File: src/hw/rtl/color_blob_centroid_core_defines.svh
// assertion macros for the color blob centroid core
`ifndef COLOR_BLOB_CENTROID_CORE_DEFINES_SVH
`define COLOR_BLOB_CENTROID_CORE_DEFINES_SVH

// same-cycle implication
`define CBC_ASSERT_IMP(label, clk, rst_n, ante, cons, msg) \
    label: assert property (@(posedge clk) disable iff (!(rst_n)) (ante) |-> (cons)) \
        else $error(msg);

// next-cycle implication
`define CBC_ASSERT_NEXT(label, clk, rst_n, ante, cons, msg) \
    label: assert property (@(posedge clk) disable iff (!(rst_n)) (ante) |=> (cons)) \
        else $error(msg);

`endif

File: src/hw/rtl/cbc_pkg.sv
// shared types and constants for the color blob centroid core
`default_nettype none
package cbc_pkg;

    localparam int FRAME_DIM   = 2048;
    localparam int COORD_W     = 11;
    localparam int CHAN_W      = 8;
    localparam int BGR_W       = 24;
    localparam int CROP_LEN_W  = 12;
    localparam int SUM_W       = 34;
    localparam int COUNT_W     = 23;
    localparam int CENTER_W    = 12;
    localparam int CFG_ADDR_W  = 3;
    localparam int CFG_DATA_W  = 24;
    localparam int QUEUE_DEPTH = 2;
    localparam int QPTR_W      = $clog2(QUEUE_DEPTH);
    localparam int QCNT_W      = $clog2(QUEUE_DEPTH + 1);
    localparam int DIV_STEPS   = CENTER_W;
    localparam int STEP_W      = $clog2(DIV_STEPS);
    localparam int DIVISOR_W   = COUNT_W + CENTER_W;

    localparam logic [BGR_W-1:0]      LOWER_BGR_RST   = 24'd12171641;
    localparam logic [BGR_W-1:0]      UPPER_BGR_RST   = 24'd13164967;
    localparam logic [COORD_W-1:0]    CROP_LEFT_RST   = 11'd150;
    localparam logic [COORD_W-1:0]    CROP_TOP_RST    = 11'd50;
    localparam logic [CROP_LEN_W-1:0] CROP_WIDTH_RST  = 12'd275;
    localparam logic [CROP_LEN_W-1:0] CROP_HEIGHT_RST = 12'd430;
    localparam logic [COUNT_W-1:0]    MIN_POINTS_RST  = 23'd20;

    localparam logic [CENTER_W-1:0]   MEAN_MAX        = 12'd2047;

    typedef enum logic [CFG_ADDR_W-1:0] {
        CFG_LOWER_BGR   = 3'd0,
        CFG_UPPER_BGR   = 3'd1,
        CFG_CROP_LEFT   = 3'd2,
        CFG_CROP_TOP    = 3'd3,
        CFG_CROP_WIDTH  = 3'd4,
        CFG_CROP_HEIGHT = 3'd5,
        CFG_MIN_POINTS  = 3'd6
    } t_cfg_addr;

    typedef struct packed {
        logic [BGR_W-1:0]      lower_bgr;
        logic [BGR_W-1:0]      upper_bgr;
        logic [COORD_W-1:0]    crop_left;
        logic [COORD_W-1:0]    crop_top;
        logic [CROP_LEN_W-1:0] crop_width;
        logic [CROP_LEN_W-1:0] crop_height;
        logic [COUNT_W-1:0]    min_points;
    } t_cfg;

    typedef struct packed {
        logic [SUM_W-1:0]   sum_x;
        logic [SUM_W-1:0]   sum_y;
        logic [COUNT_W-1:0] count;
    } t_frame_sums;

endpackage
`default_nettype wire

File: src/hw/rtl/cbc_queue.sv
// short queue of finished frame sums between front and back
`default_nettype none
module cbc_queue
    import cbc_pkg::*;
(
    input  wire logic        i_clk,
    input  wire logic        i_rst_n,
    input  wire logic        i_push,
    input  wire t_frame_sums i_push_data,
    output logic             o_full,
    input  wire logic        i_pop,
    output logic             o_empty,
    output t_frame_sums      o_head
);

    t_frame_sums        r_slot [QUEUE_DEPTH];
    logic [QPTR_W-1:0]  r_wr_ptr;
    logic [QPTR_W-1:0]  r_rd_ptr;
    logic [QCNT_W-1:0]  r_fill;

    assign o_full  = (r_fill == QCNT_W'(QUEUE_DEPTH));
    assign o_empty = (r_fill == '0);
    assign o_head  = r_slot[r_rd_ptr];

    always_ff @(posedge i_clk) begin
        if (i_push) begin
            r_slot[r_wr_ptr] <= i_push_data;
        end
    end

    always_ff @(posedge i_clk) begin
        if (!i_rst_n) begin
            r_wr_ptr <= '0;
            r_rd_ptr <= '0;
            r_fill   <= '0;
        end else begin
            if (i_push) begin
                r_wr_ptr <= (r_wr_ptr == QPTR_W'(QUEUE_DEPTH - 1)) ? '0 : r_wr_ptr + 1'b1;
            end
            if (i_pop) begin
                r_rd_ptr <= (r_rd_ptr == QPTR_W'(QUEUE_DEPTH - 1)) ? '0 : r_rd_ptr + 1'b1;
            end
            if (i_push && !i_pop) begin
                r_fill <= r_fill + 1'b1;
            end else if (i_pop && !i_push) begin
                r_fill <= r_fill - 1'b1;
            end
        end
    end

endmodule
`default_nettype wire

File: config.mk
export PLATFORM = sky130hd
export DESIGN_NAME = cbc_queue
export DESIGN_NICKNAME = d
export VERILOG_FILES = /design/src/hw/rtl/color_blob_centroid_core_defines.svh /design/src/hw/rtl/cbc_pkg.sv /design/src/hw/rtl/cbc_queue.sv
export SDC_FILE = /design/constraint.sdc
export NUM_CORES = 1
export LEC_CHECK = 0
export BUFFER_PORTS_ARGS = -buffer_cell sky130_fd_sc_hd__buf_2
export CELL_PAD_IN_SITES_DETAIL_PLACEMENT = 0
export CELL_PAD_IN_SITES_GLOBAL_PLACEMENT = 1
export CORE_MARGIN = 2
export CORE_UTILIZATION = 49
export CTS_BUF_LIST = sky130_fd_sc_hd__clkbuf_4 sky130_fd_sc_hd__clkbuf_8
export CTS_CLUSTER_SIZE = 10
export DETAILED_ROUTE_END_ITERATION = 10
export PLACE_DENSITY_LB_ADDON = 0.1
export SLEW_MARGIN = 20
export SYNTH_ARGS = -nofsm -noshare
export SYNTH_HDL_FRONTEND = slang
export SYNTH_SLANG_ARGS = --single-unit
File: constraint.sdc
create_clock -name i_clk -period 9.2 [get_ports i_clk]
set_input_delay 1.38 -clock i_clk [delete_from_list [all_inputs] [get_ports i_clk]]
set_output_delay 1.38 -clock i_clk [all_outputs]
set_load 0.005 [all_outputs]
## Yosys cells after proc, flatten, opt, wreduce, memory -nomap -nowiden

Memory sizes are Yosys's and may differ from the RTL's. A register that Yosys moved wholly into a read port is not among the register bits.
Index checks and enable logic that the tools add are counted.

| operators by class | value |
|---|---|
| $add $sub $neg | 4 |
| multiply operators | 0 |
| div/mod/pow operators | 0 |
| magnitude comparators | 0 |
| equal/unequal tests | 1 |
| shift operators | 0 |
| multiplexer cells | 8 |
| bitwise logic cells | 0 |
| reductions and logical operators | 6 |

Operators with widths:

| operator | count |
|---|---|
| 1-bit two-way mux | 6 |
| 2-bit two-way mux | 2 |
| 1-bit adder (second input constant) | 2 |
| 2-bit by 1-bit adder with 2-bit output (second input constant) | 1 |
| 2-bit equality test (second input constant) | 1 |
| 1-bit logical AND | 2 |
| 1-bit zero test | 2 |
| 2-bit zero test | 1 |
| 2-bit nonzero test | 1 |
| 2-bit by 1-bit subtractor with 2-bit output (second input constant) | 1 |

| word-level totals | value |
|---|---|
| bits in registers | 4 |
| bits in latches | 0 |
| memory bits (writable) | 182 |
| ROM bits | 0 |
| bits of input ports | 95 |
| output and inout bits | 93 |
| word-level logic and storage cells | 23 |
| memories | 1 |

Memories:

| memory | depth | width | rd ports | clocked after memory_dff | write ports | RTL line | source |
|---|---|---|---|---|---|---|---|
| r_slot | 2 | 91 | 1 | 1 | 1 | cbc_queue.sv:16 | `t_frame_sums r_slot [QUEUE_DEPTH];` |

## Longest topological paths before layout

Gate-level depths: netlist (run 1).

| logic depth | value |
|---|---|
| depth in word-level cells | 4 |
| depth in mapped cells | 5 |
| gate-level depth less buffers | 5 |

## Least setup slack after synthesis (run 1)

No wires, ideal clock.

| path | value |
|---|---|
| path type | input port to flip-flop |
| start point | input i_push |
| end point | memory r_slot[0][0] (netlist bit) (enable) |
| library setup time | 553 ps |
| arrival | 5,379 ps |
| data required time | 8,647 ps |
| setup slack | 3,269 ps |
| stages | 1 |
| buffers on the path | 0 |
| cell sequence | nor2b_1 |

| between the ends | value |
|---|---|
| cells in the longest elaborated chain, start to end | 2 |

RTL lines:

| element | RTL line | source |
|---|---|---|
| from (decl) | cbc_queue.sv:8 | `input wire logic i_push,` |
| 1-bit two-way mux | cbc_queue.sv:26 | `if (i_push) begin` |
| 1-bit two-way mux (implied by the code) | cbc_queue.sv:27 | `r_slot[r_wr_ptr] <= i_push_data;` |
| to (decl) | cbc_queue.sv:16 |  |

Every way passes these cells.

==> impl_metrics.json, run 1 <==
{
  "outcome": "completed",
  "final_cell_mix": "buf_2, edfxtp_1, mux2_2",
  "synth_ff_type": "edfxtp_1",
  "r2r-start": "r_wr_ptr$_SDFFE_PN0P_",
  "max_slew.worst_pin.slew_ns": 1.04,
  "reg2regPathDepth": 2,
  "slew_viol_final": 0,
  "area.growth.synth_to_final_pct": 21.8,
  "drt_wl_total_um": 11800,
  "initial_utilization_pct": 49.7,
  "die_w_um": 122,
  "leakage_uw": 0.00310,
  "grtUsageTotal_pct": 16.3,
  "vias": 3412,
  "ctsLongestPathBuffers": 2,
  "drtPass1Iterations": 4,
  "hp-start": "r_fill[1]$_SDFFE_PN0P_",
  "finalSetupTns_ns": 0,
  "drive_above_1_share_pct": 60.9,
  "synth-seq-area-share_pct": 81.6,
  "syn-cell-area_sq_mm": 0.00682,
  "grt-ovfl-total": 0,
  "max_freq_mhz": 264,
  "rsz0062_at_grt": "false",
  "drt.antenna.violating_nets": 0,
  "cts_max_level": 4,
  "dieHeight_um": 122,
  "cts.sinks": 187,
  "fin_cells": 697,
  "synth_warnings": 0,
  "numPortBuffers": 187,
  "grt_antenna_before_repair": 2,
  "clk_pin_slew_ns": 0.08,
  "timing.max_cap.violations": 0,
  "via_per_inst": 4.90,
  "layout_min_cycle_time_ns": 3.79,
  "cts_tree": "built",
  "grt_pass1_vias": 3525,
  "ios": 188,
  "startpoint_type": "flop",
  "relSlewSlack_pct": 30.2,
  "n_antenna_cell": 0,
  "power.density_mw_per_mm2": 204,
  "synth.avg_cell_area_sq_um": 22.4,
  "drtIter0Drc": 234,
  "synth_seq_cells": 187,
  "ctsHoldBuffers": 0,
  "cts_root_buf": "clkbuf_8",
  "layout_setup_ws_ns": 5.41,
  "core_sq_mm": 0.0137,
  "synthCells": 305,
  "timing.final.crit_share_pct": 41.2,
  "synth.distinct_cells": 17,
  "place_inst": 665,
  "synth_edf_count": 182,
  "dpl_worst_slack_ns": 5.62,
  "final_util_pct": 60.5,
  "fin_skew_ns": 0.00541,
  "gp_congestion": 0.723,
  "critPathCaptureType": "primary output",
  "final_common_cell": "buf_2",
  "holdPathStages": 2,
  "min-delay-path-class": "reg2reg",
  "ir_worst_vdd_v": 0.0000978,
  "grt_max_degree": 70,
  "async_flop_share_pct": 0,
  "dieArea_sq_mm": 0.0149,
  "hold_violations": 0,
  "syn-num-nets": 401,
  "worstPathRequired_ns": 7.82,
  "finalSetupViolations": 0,
  "detailed_place_hpwl_um": 7700,
  "drc": 0,
  "numCtsBuffers": 17,
  "rows": 43,
  "cts_resized": 0,
  "grt_pass1_wl_um": 17400,
  "postCtsSetupBuffers": 0,
  "worstPathArrival_ns": 2.41,
  "whs_ns": 0.543,
  "insertion_delay_ns": 0.45,
  "nets": 600,
  "critPathKind": "reg2out",
  "cp_max_fo": 55,
  "post_drt_wl_per_cell_um": 16.9
}
==> worst paths after layout <==
kind | end | slack [ns]
worst max-delay path | o_head[49] | 5.41
worst min-delay path | r_fill[1]$_SDFFE_PN0P_ | 0.54
worst max register to register | r_slot[0][88]$_DFFE_PP_ | 6.86
worst min register to register | r_fill[1]$_SDFFE_PN0P_ | 0.54
==> stage by stage <==
stage | total power [uW] | instance area [sq um]
global route | 1770 | 8310
CTS | 1710 | 8310
detailed placement | 1190 | 7910
global placement | 1180 | 7910
finish | 1700 | 8310
floorplan | 1110 | 6820
==> registers in the layout (all words and copies together) (netlist names), named ones only <==
| signal | cells |
|---|---|
| r_slot | 182 |
| r_wr_ptr | 1 |
| r_rd_ptr | 1 |
| r_fill | 2 |
==> cell type report <==
cell class                 count  area, sq um
tap                          180          225
fill                        1047         5410
clock inverter                13          151
clock buffer                  19          249
timing repair buffer         190          958
inverter                       1         3.75
multi-input combinational    107         1150
sequential                   187         5570
==> power breakdown <==
group          switching (uW)  internal, uW
clock                     262           271
sequential               16.4           983
combinational            75.6          87.5
total                     354          1340
==> synth_stat cells (all sizes together) (2+ instances only) <==
cell type | instances | area, sq um
mux2 | 91 | 1020
and2 | 4 | 25.0
nor2b | 2 | 12.5
buf | 10 | 109
edfxtp | 182 | 5470
dfxtp | 5 | 100
xor2 | 2 | 17.5
==> routing by layer <==
layer	global-route usage, %	wire length, um	vias to the layer above	share of wire, %
met2	27.9	6090	121	52
met5	0	8	-	0.068
met3	6.84	1000	22	8.5
met1	17.4	4380	1668	37
li1	-	-	1599	-
met4	8.05	310	2	2.6
==> logic make-up (layout without fill, tap and decap cells) <==
kind of cell               count (synthesis)  count (layout)  share of synthesized area [%]
DFF                                      187             187                           81.6
buffers and inverters                     11             223                           1.65
muxes                                     91              91                           15.0
AOI/OAI and AO/OA                          3               3                          0.294
adders and majority gates                  1               1                          0.183
and+or+nand+nor                            9               9                          0.826
xor gates and xnor gates                   3               3                          0.385
==> critical path, cell delays in order, from the launching register on <==
cell and delay (ns):
dfxtp_4 0.69, buf_4 0.69, mux2_2 0.40, buf_2 0.14
Note: power is estimated with default switching activity, not from simulation.
==> run 2, diff against run 1 <==
--- a/config.mk
+++ b/config.mk
@@ -5,11 +5,12 @@
 export SDC_FILE = /design/constraint.sdc
 export NUM_CORES = 1
 export LEC_CHECK = 0
+export ABC_AREA = 1
 export BUFFER_PORTS_ARGS = -buffer_cell sky130_fd_sc_hd__buf_2
 export CELL_PAD_IN_SITES_DETAIL_PLACEMENT = 0
 export CELL_PAD_IN_SITES_GLOBAL_PLACEMENT = 1
 export CORE_MARGIN = 2
-export CORE_UTILIZATION = 49
+export CORE_UTILIZATION = 42
 export CTS_BUF_LIST = sky130_fd_sc_hd__clkbuf_4 sky130_fd_sc_hd__clkbuf_8
 export CTS_CLUSTER_SIZE = 10
 export DETAILED_ROUTE_END_ITERATION = 10
==> constraint.sdc (replaced) <==
create_clock -name i_clk -period 3.41 [get_ports i_clk]
set_input_delay 0.5115 -clock i_clk [delete_from_list [all_inputs] [get_ports i_clk]]
set_output_delay 0.5115 -clock i_clk [all_outputs]
set_load 0.005 [all_outputs]
==> run 2 against run 1 <==
  * Non-clock buffer count is 5 higher
  * Utilization down 9.3 points
  * Wire length rose by 8.6%
  * Sequential power rose to 2.7 times the previous value
==> impl_metrics.json, run 2 <==
{
  "cts_max_level": 4,
  "rsz0062_at_grt": "false",
  "min-delay-path-class": "in2reg",
  "max_freq_mhz": 378,
  "synthCells": 318,
  "slew_viol_final": 0,
  "syn-num-nets": 414,
  "insertion_delay_ns": 0.46,
  "rrSetupSlack_ns": 1.60,
  "ios": 188,
  "drt.antenna.violating_nets": 0,
  "numCtsBuffers": 17,
  "yosysMostFrequentCell": "edfxtp_1",
  "critPathCaptureType": "primary output",
  "cts_root_buf": "clkbuf_8",
  "grt_pass1_vias": 3579,
  "synth_warnings": 0,
  "grtUsageTotal_pct": 14.0,
  "worstPathArrival_ns": 2.14,
  "timing.final.crit_share_pct": 77.6,
  "synth.avg_cell_area_sq_um": 22.8,
  "grt_antenna_before_repair": 2,
  "postCtsSetupBuffers": 0,
  "dieArea_sq_mm": 0.0183,
  "die_w_um": 135,
  "layout_setup_ws_ns": 0.763,
  "synth-simple-area-share_pct": 1.04,
  "vias": 3438,
  "worstPathRequired_ns": 2.90,
  "grt-ovfl-total": 0,
  "rows": 48,
  "drt_wl_total_um": 12800,
  "synth-seq-area-share_pct": 76.8,
  "reg_top3": "r_slot: 182 flops, r_fill: 2 flops",
  "synth.distinct_cells": 14,
  "cp_max_fo": 30,
  "core_sq_mm": 0.0171,
  "syn-cell-area_sq_mm": 0.00725,
  "ir_worst_vdd_v": 0.000237,
  "post_drt_wl_per_cell_um": 16.8,
  "drive_above_1_share_pct": 59.8,
  "drtPass1Iterations": 4,
  "largest_register_ffs": 182,
  "cts.sinks": 187,
  "fill_cells": 1436,
  "synth_edf_count": 182,
  "ctsHoldBuffers": 0,
  "synth.area.mux_share_pct": 18.8,
  "max_slew.worst_pin.slew_ns": 0.664,
  "synth.top_cell.area_share_pct": 75.4,
  "synth_adder_area_share_pct": 0.173,
  "detailed_place_hpwl_um": 8570,
  "grt_max_degree": 49,
  "leakage_uw": 0.00349,
  "area.growth.synth_to_final_pct": 20.6,
  "clk_pin_slew_ns": 0.10,
  "holdPathStages": 1,
  "synth_ff_type": "edfxtp_1",
  "seq_area_sq_mm": 0.00557,
  "drc": 0,
  "outcome": "completed",
  "dieHeight_um": 135,
  "finalSetupViolations": 0,
  "dpl_worst_slack_ns": 1.21,
  "ctsLongestPathBuffers": 2,
  "layout_min_cycle_time_ns": 2.65,
  "reg2regPathDepth": 3,
  "synth-compound-area-share_pct": 0.138,
  "ys_top_cells_by_count": "edfxtp_1, mux2_4, buf_12, nor2_1",
  "initial_utilization_pct": 42.5,
  "nets": 618,
  "synthXorXnorAreaFrac_pct": 0,
  "fin_skew_ns": 0.00951,
  "numPortBuffers": 187,
  "synth_seq_cells": 187,
  "drtIter0Drc": 174,
  "synth_top_family_by_area": "multiplexers",
  "final_common_cell": "buf_2",
  "relSlewSlack_pct": 55.7,
  "critPathKind": "reg2out",
  "multi_input_area_sq_mm": 0.00147,
  "gp_congestion": 0.723,
  "cts_tree": "built",
  "cts_resized": 0,
  "via_per_inst": 4.52,
  "synth_area_leaders": "edfxtp_1, mux2_4, buf_12",
  "timing.max_cap.violations": 0,
  "top_register": "r_slot",
  "synth_top_cell_by_area": "edfxtp_1",
  "power.density_mw_per_mm2": 524,
  "finalSetupTns_ns": 0,
  "hold_violations": 0,
  "async_flop_share_pct": 0,
  "startpoint_type": "flop",
  "final_cell_mix": "buf_2, edfxtp_1, mux2_4",
  "grt_pass1_wl_um": 18900
}
[run 2: changes by cell type after synthesis, sizes merged, moves of 2 or more]
cell | before | now
inv | 1 | 8
nor2 | 1 | 9
nand2 | 0 | 8
xor2 | 2 | 0
and2 | 4 | 0
nor2b | 2 | 0
[run 2: worst max-delay path, stage by stage, from the launching register on]
cell	delay (ns)
dfxtp_4	0.76
buf_4	0.44
mux2_4	0.33
buf_2	0.13
[run 2: logic make-up (layout without fill, tap and decap cells)]
kind of cell,count (synthesis),count (layout)
AO/OA/AOI/OAI,2,2
adder cells (fa/ha/maj),1,1
buffers and inverters,18,235
AND/OR/NAND/NOR,19,19
flip-flops,187,187
multiplexers,91,91
other,0,1
[run 2: metal layers]
| metal | up-vias | GRT usage (%) | wire length, um |
|---|---|---|---|
| met4 | 4 | 6.31 | 238 |
| met2 | 109 | 23.2 | 6310 |
| met1 | 1658 | 16.1 | 5240 |
| met3 | 19 | 5.35 | 1000 |
| met5 | - | 0 | 21 |
| li1 | 1648 | - | - |
[run 2: cell type report]
type	instances	share of cell area, %
Antenna cell	1	0.0286
Clock buffer	18	2.76
Clock inverter	14	1.56
Timing Repair Buffer	195	11.5
Multi-Input combinational cell	113	16.8
Tap cell	225	3.22
Inverter	8	0.372
Sequential cell	187	63.7
[run 2: final timing paths]
| check | start | endpoint |
|---|---|---|
| max | flop | o_head[49] |
| min | i_push_data[4] | r_slot[0][4]$_DFFE_PP_ |
| max reg2reg | r_wr_ptr$_SDFFE_PN0P_ | r_slot[1][68]$_DFFE_PP_ |
| min reg2reg | r_rd_ptr$_SDFFE_PN0P_ | flop |
[run 2: power by group]
part	internal, uW	total [uW]	switching [uW]
combinational	269	477	208
clock	603	1400	795
sequential	2660	2700	46.5
[run 2: through the flow]
stage,util [%],area (sq um),instances,power [uW],hold slack [ns]
final,51.2,8740,761,4580,0.236
after global routing,51.2,8740,760,4760,0.197
after CTS,51.2,8740,760,4650,0.193
after detailed placement,49.0,8360,728,3250,0.488
after global placement,49.0,8360,728,3230,0.477
after floorplan,-,7250,318,3050,0.463
==> run 3, diff against run 2 <==
==> constraint.sdc (replaced) <==
create_clock -name i_clk -period 2.18 [get_ports i_clk]
set_input_delay 0.327 -clock i_clk [delete_from_list [all_inputs] [get_ports i_clk]]
set_output_delay 0.327 -clock i_clk [all_outputs]
set_load 0.005 [all_outputs]
==> run 3 against run 2 <==
  * First-iteration DRC count grew 6.3%
  * Design area grew 0.46%
  * Power grew 54%
  * Die area is the same
  * Sequential power grew 56%
  * Combinational power grew 65%
  * Hold slack lost 0.17 ns
  * Largest power group unchanged
  * Flip-flop and latch count is the same
  * Via count grew 1.2%
  * Largest cell class unchanged
  * Wire length shrank 0.35%
  * Clock skew shrank 0.0013 ns
==> impl_metrics.json, run 3 (synthesis gave the netlist of run 2 again) <==
{
  "detailed_place_hpwl_um": 8390,
  "slew_viol_final": 0,
  "dpl_cell_area_sq_mm": 0.00841,
  "grt_pass1_wl_um": 18700,
  "grtUsageTotal_pct": 14.0,
  "cts_max_level": 4,
  "numCtsBuffers": 17,
  "worstPathRequired_ns": 1.85,
  "clkPwrFrac_pct": 28.9,
  "cts_resized": 0,
  "gp_congestion": 0.658,
  "drt_wl_total_um": 12800,
  "leakage_uw": 0.00350,
  "clk_pin_slew_ns": 0.09,
  "pwr-share-seq_pct": 59.9,
  "worst_path_largest_cell_delay_ns": 0.48,
  "top_register": "r_slot",
  "internal-power_uw": 5510,
  "min-delay-path-class": "in2reg",
  "drt.antenna.violating_nets": 0,
  "reg2regPathDepth": 3,
  "rsz0062_at_grt": "false",
  "hp-start": "i_push_data[73]",
  "grt_pass1_vias": 3475,
  "timing.max_cap.violations": 0,
  "grt_antenna_before_repair": 1,
  "finalSetupTns_ns": 0,
  "vias": 3478,
  "ios": 188,
  "design_area_sq_mm": 0.00878,
  "timing.final.crit_share_pct": 90.8,
  "reg_top3": "r_slot: 182 flops, r_fill: 2 flops",
  "switchingPower_uw": 1520,
  "final_cell_mix": "buf_2, edfxtp_1, mux2_4",
  "r2r-start": "r_wr_ptr$_SDFFE_PN0P_",
  "rrSetupSlack_ns": 0.81,
  "max_slew.worst_pin.slew_ns": 0.442,
  "finalSetupViolations": 0,
  "cts.sinks": 187,
  "post_drt_wl_per_cell_um": 16.8,
  "slowest_stage": "dfxtp_4",
  "worstPathCellList": "buf_12, mux2_4, buf_2",
  "final_util_pct": 51.5,
  "cts_root_buf": "clkbuf_8",
  "holdPathStages": 1,
  "outcome": "completed",
  "ctsLongestPathBuffers": 2,
  "die_w_um": 135,
  "critPathKind": "reg2out",
  "relSlewSlack_pct": 70.6,
  "power_frac_comb_pct": 11.2,
  "drtPass1Iterations": 4,
  "p_sw_share_pct": 21.7,
  "nets": 621,
  "startpoint_type": "flop",
  "initial_utilization_pct": 42.5,
  "grt_max_degree": 71,
  "cts_tree": "built",
  "via_per_inst": 4.57,
  "final_common_cell": "buf_2",
  "cp_max_fo": 24,
  "r2r_end": "r_slot[1][85]$_DFFE_PP_",
  "worstPathArrival_ns": 1.65,
  "n_antenna_cell": 0,
  "power.total_uw": 7030,
  "dieArea_sq_mm": 0.0183,
  "dieHeight_um": 135,
  "layout_min_cycle_time_ns": 1.98,
  "insertion_delay_ns": 0.44,
  "numPortBuffers": 187,
  "drtIter0Drc": 185,
  "largest_register_ffs": 182,
  "holdPathEnd": "r_slot[1][73]$_DFFE_PP_",
  "whs_ns": 0.0702,
  "drc": 0,
  "core_sq_mm": 0.0171,
  "hold_violations": 0,
  "ir_worst_vdd_v": 0.000432,
  "drive_above_1_share_pct": 59.9,
  "area.growth.synth_to_final_pct": 21.1,
  "critPathCaptureType": "primary output",
  "max_freq_mhz": 505,
  "power.density_mw_per_mm2": 801,
  "fin_skew_ns": 0.00816,
  "rows": 48,
  "grt-ovfl-total": 0
}
## run 3: cell count changes in the layout (fill, tap and decap cells not counted), sizes merged
cell	before	now
buf	195	198
clkbuf	18	19
clkinv	4	5
clkinvlp	3	4
diode	1	0
inv	14	9
## run 3: metal layers
| layer | track usage [%] | vias to the layer above | part of all wire (%) |
|---|---|---|---|
| met5 | 0 | - | 0 |
| met4 | 4.51 | 0 | 0.93 |
| met3 | 5.54 | 9 | 7.5 |
| met2 | 22.7 | 120 | 49 |
| met1 | 17.3 | 1699 | 42 |
| li1 | - | 1650 | - |
## run 3: through the flow
| stage | cells | setup slack (ns) |
|---|---|---|
| after floorplan | 318 | 0.0136 |
| after global placement | 728 | 0.513 |
| after detailed placement | 728 | 0.503 |
| after CTS | 761 | 0.150 |
| after global routing | 761 | 0.103 |
| final | 761 | 0.202 |
## run 3: layout make-up
class	count	area, sq um
Fill cell	1449	8280
Sequential cell	187	5570
Multi-Input combinational cell	113	1470
Timing Repair Buffer	198	1080
Tap cell	225	282
Clock buffer	19	249
Clock inverter	11	97.6
Inverter	8	33.8
## run 3: worst max-delay path by stage
stage / from / end / slack (ns) / cells past startpoint
after floorplan: r_wr_ptr$_SDFFE_PN0P_ / r_slot[1][0]$_DFFE_PP_ / 0.01 / 2
after global placement: flop / o_head[21] / 0.51 / 3
after CTS: flop / o_head[49] / 0.15 / 3
after detailed placement: flop / o_head[21] / 0.50 / 3
final: flop / o_head[50] / 0.20 / 3
after global routing: flop / o_head[49] / 0.10 / 3
## run 3: repair_timing
| action | CTS | global route |
|---|---|---|
| hold buffers | 0 | 0 |
| hold endpoints to repair | 0 | 0 |
| setup buffers | 3 | 0 |
| setup endpoints to repair | 6 | 0 |
## run 3: critical path: cells and delay by family, from the launching register on
family	cells	cell delay, ns
multiplexers	1	0.32
buffers and inverters	2	0.39
flip-flops	1	0.48
## run 3: power by group through the flow
stage                     sequential (uW)  clock, uW  combinational (uW)
after global routing                 4230       2260                 856
final                                4210       2030                 786
after CTS                            4210       2120                 805
after floorplan                      4280          0                 490
after detailed placement             4300          0                 787
after global placement               4290          0                 779
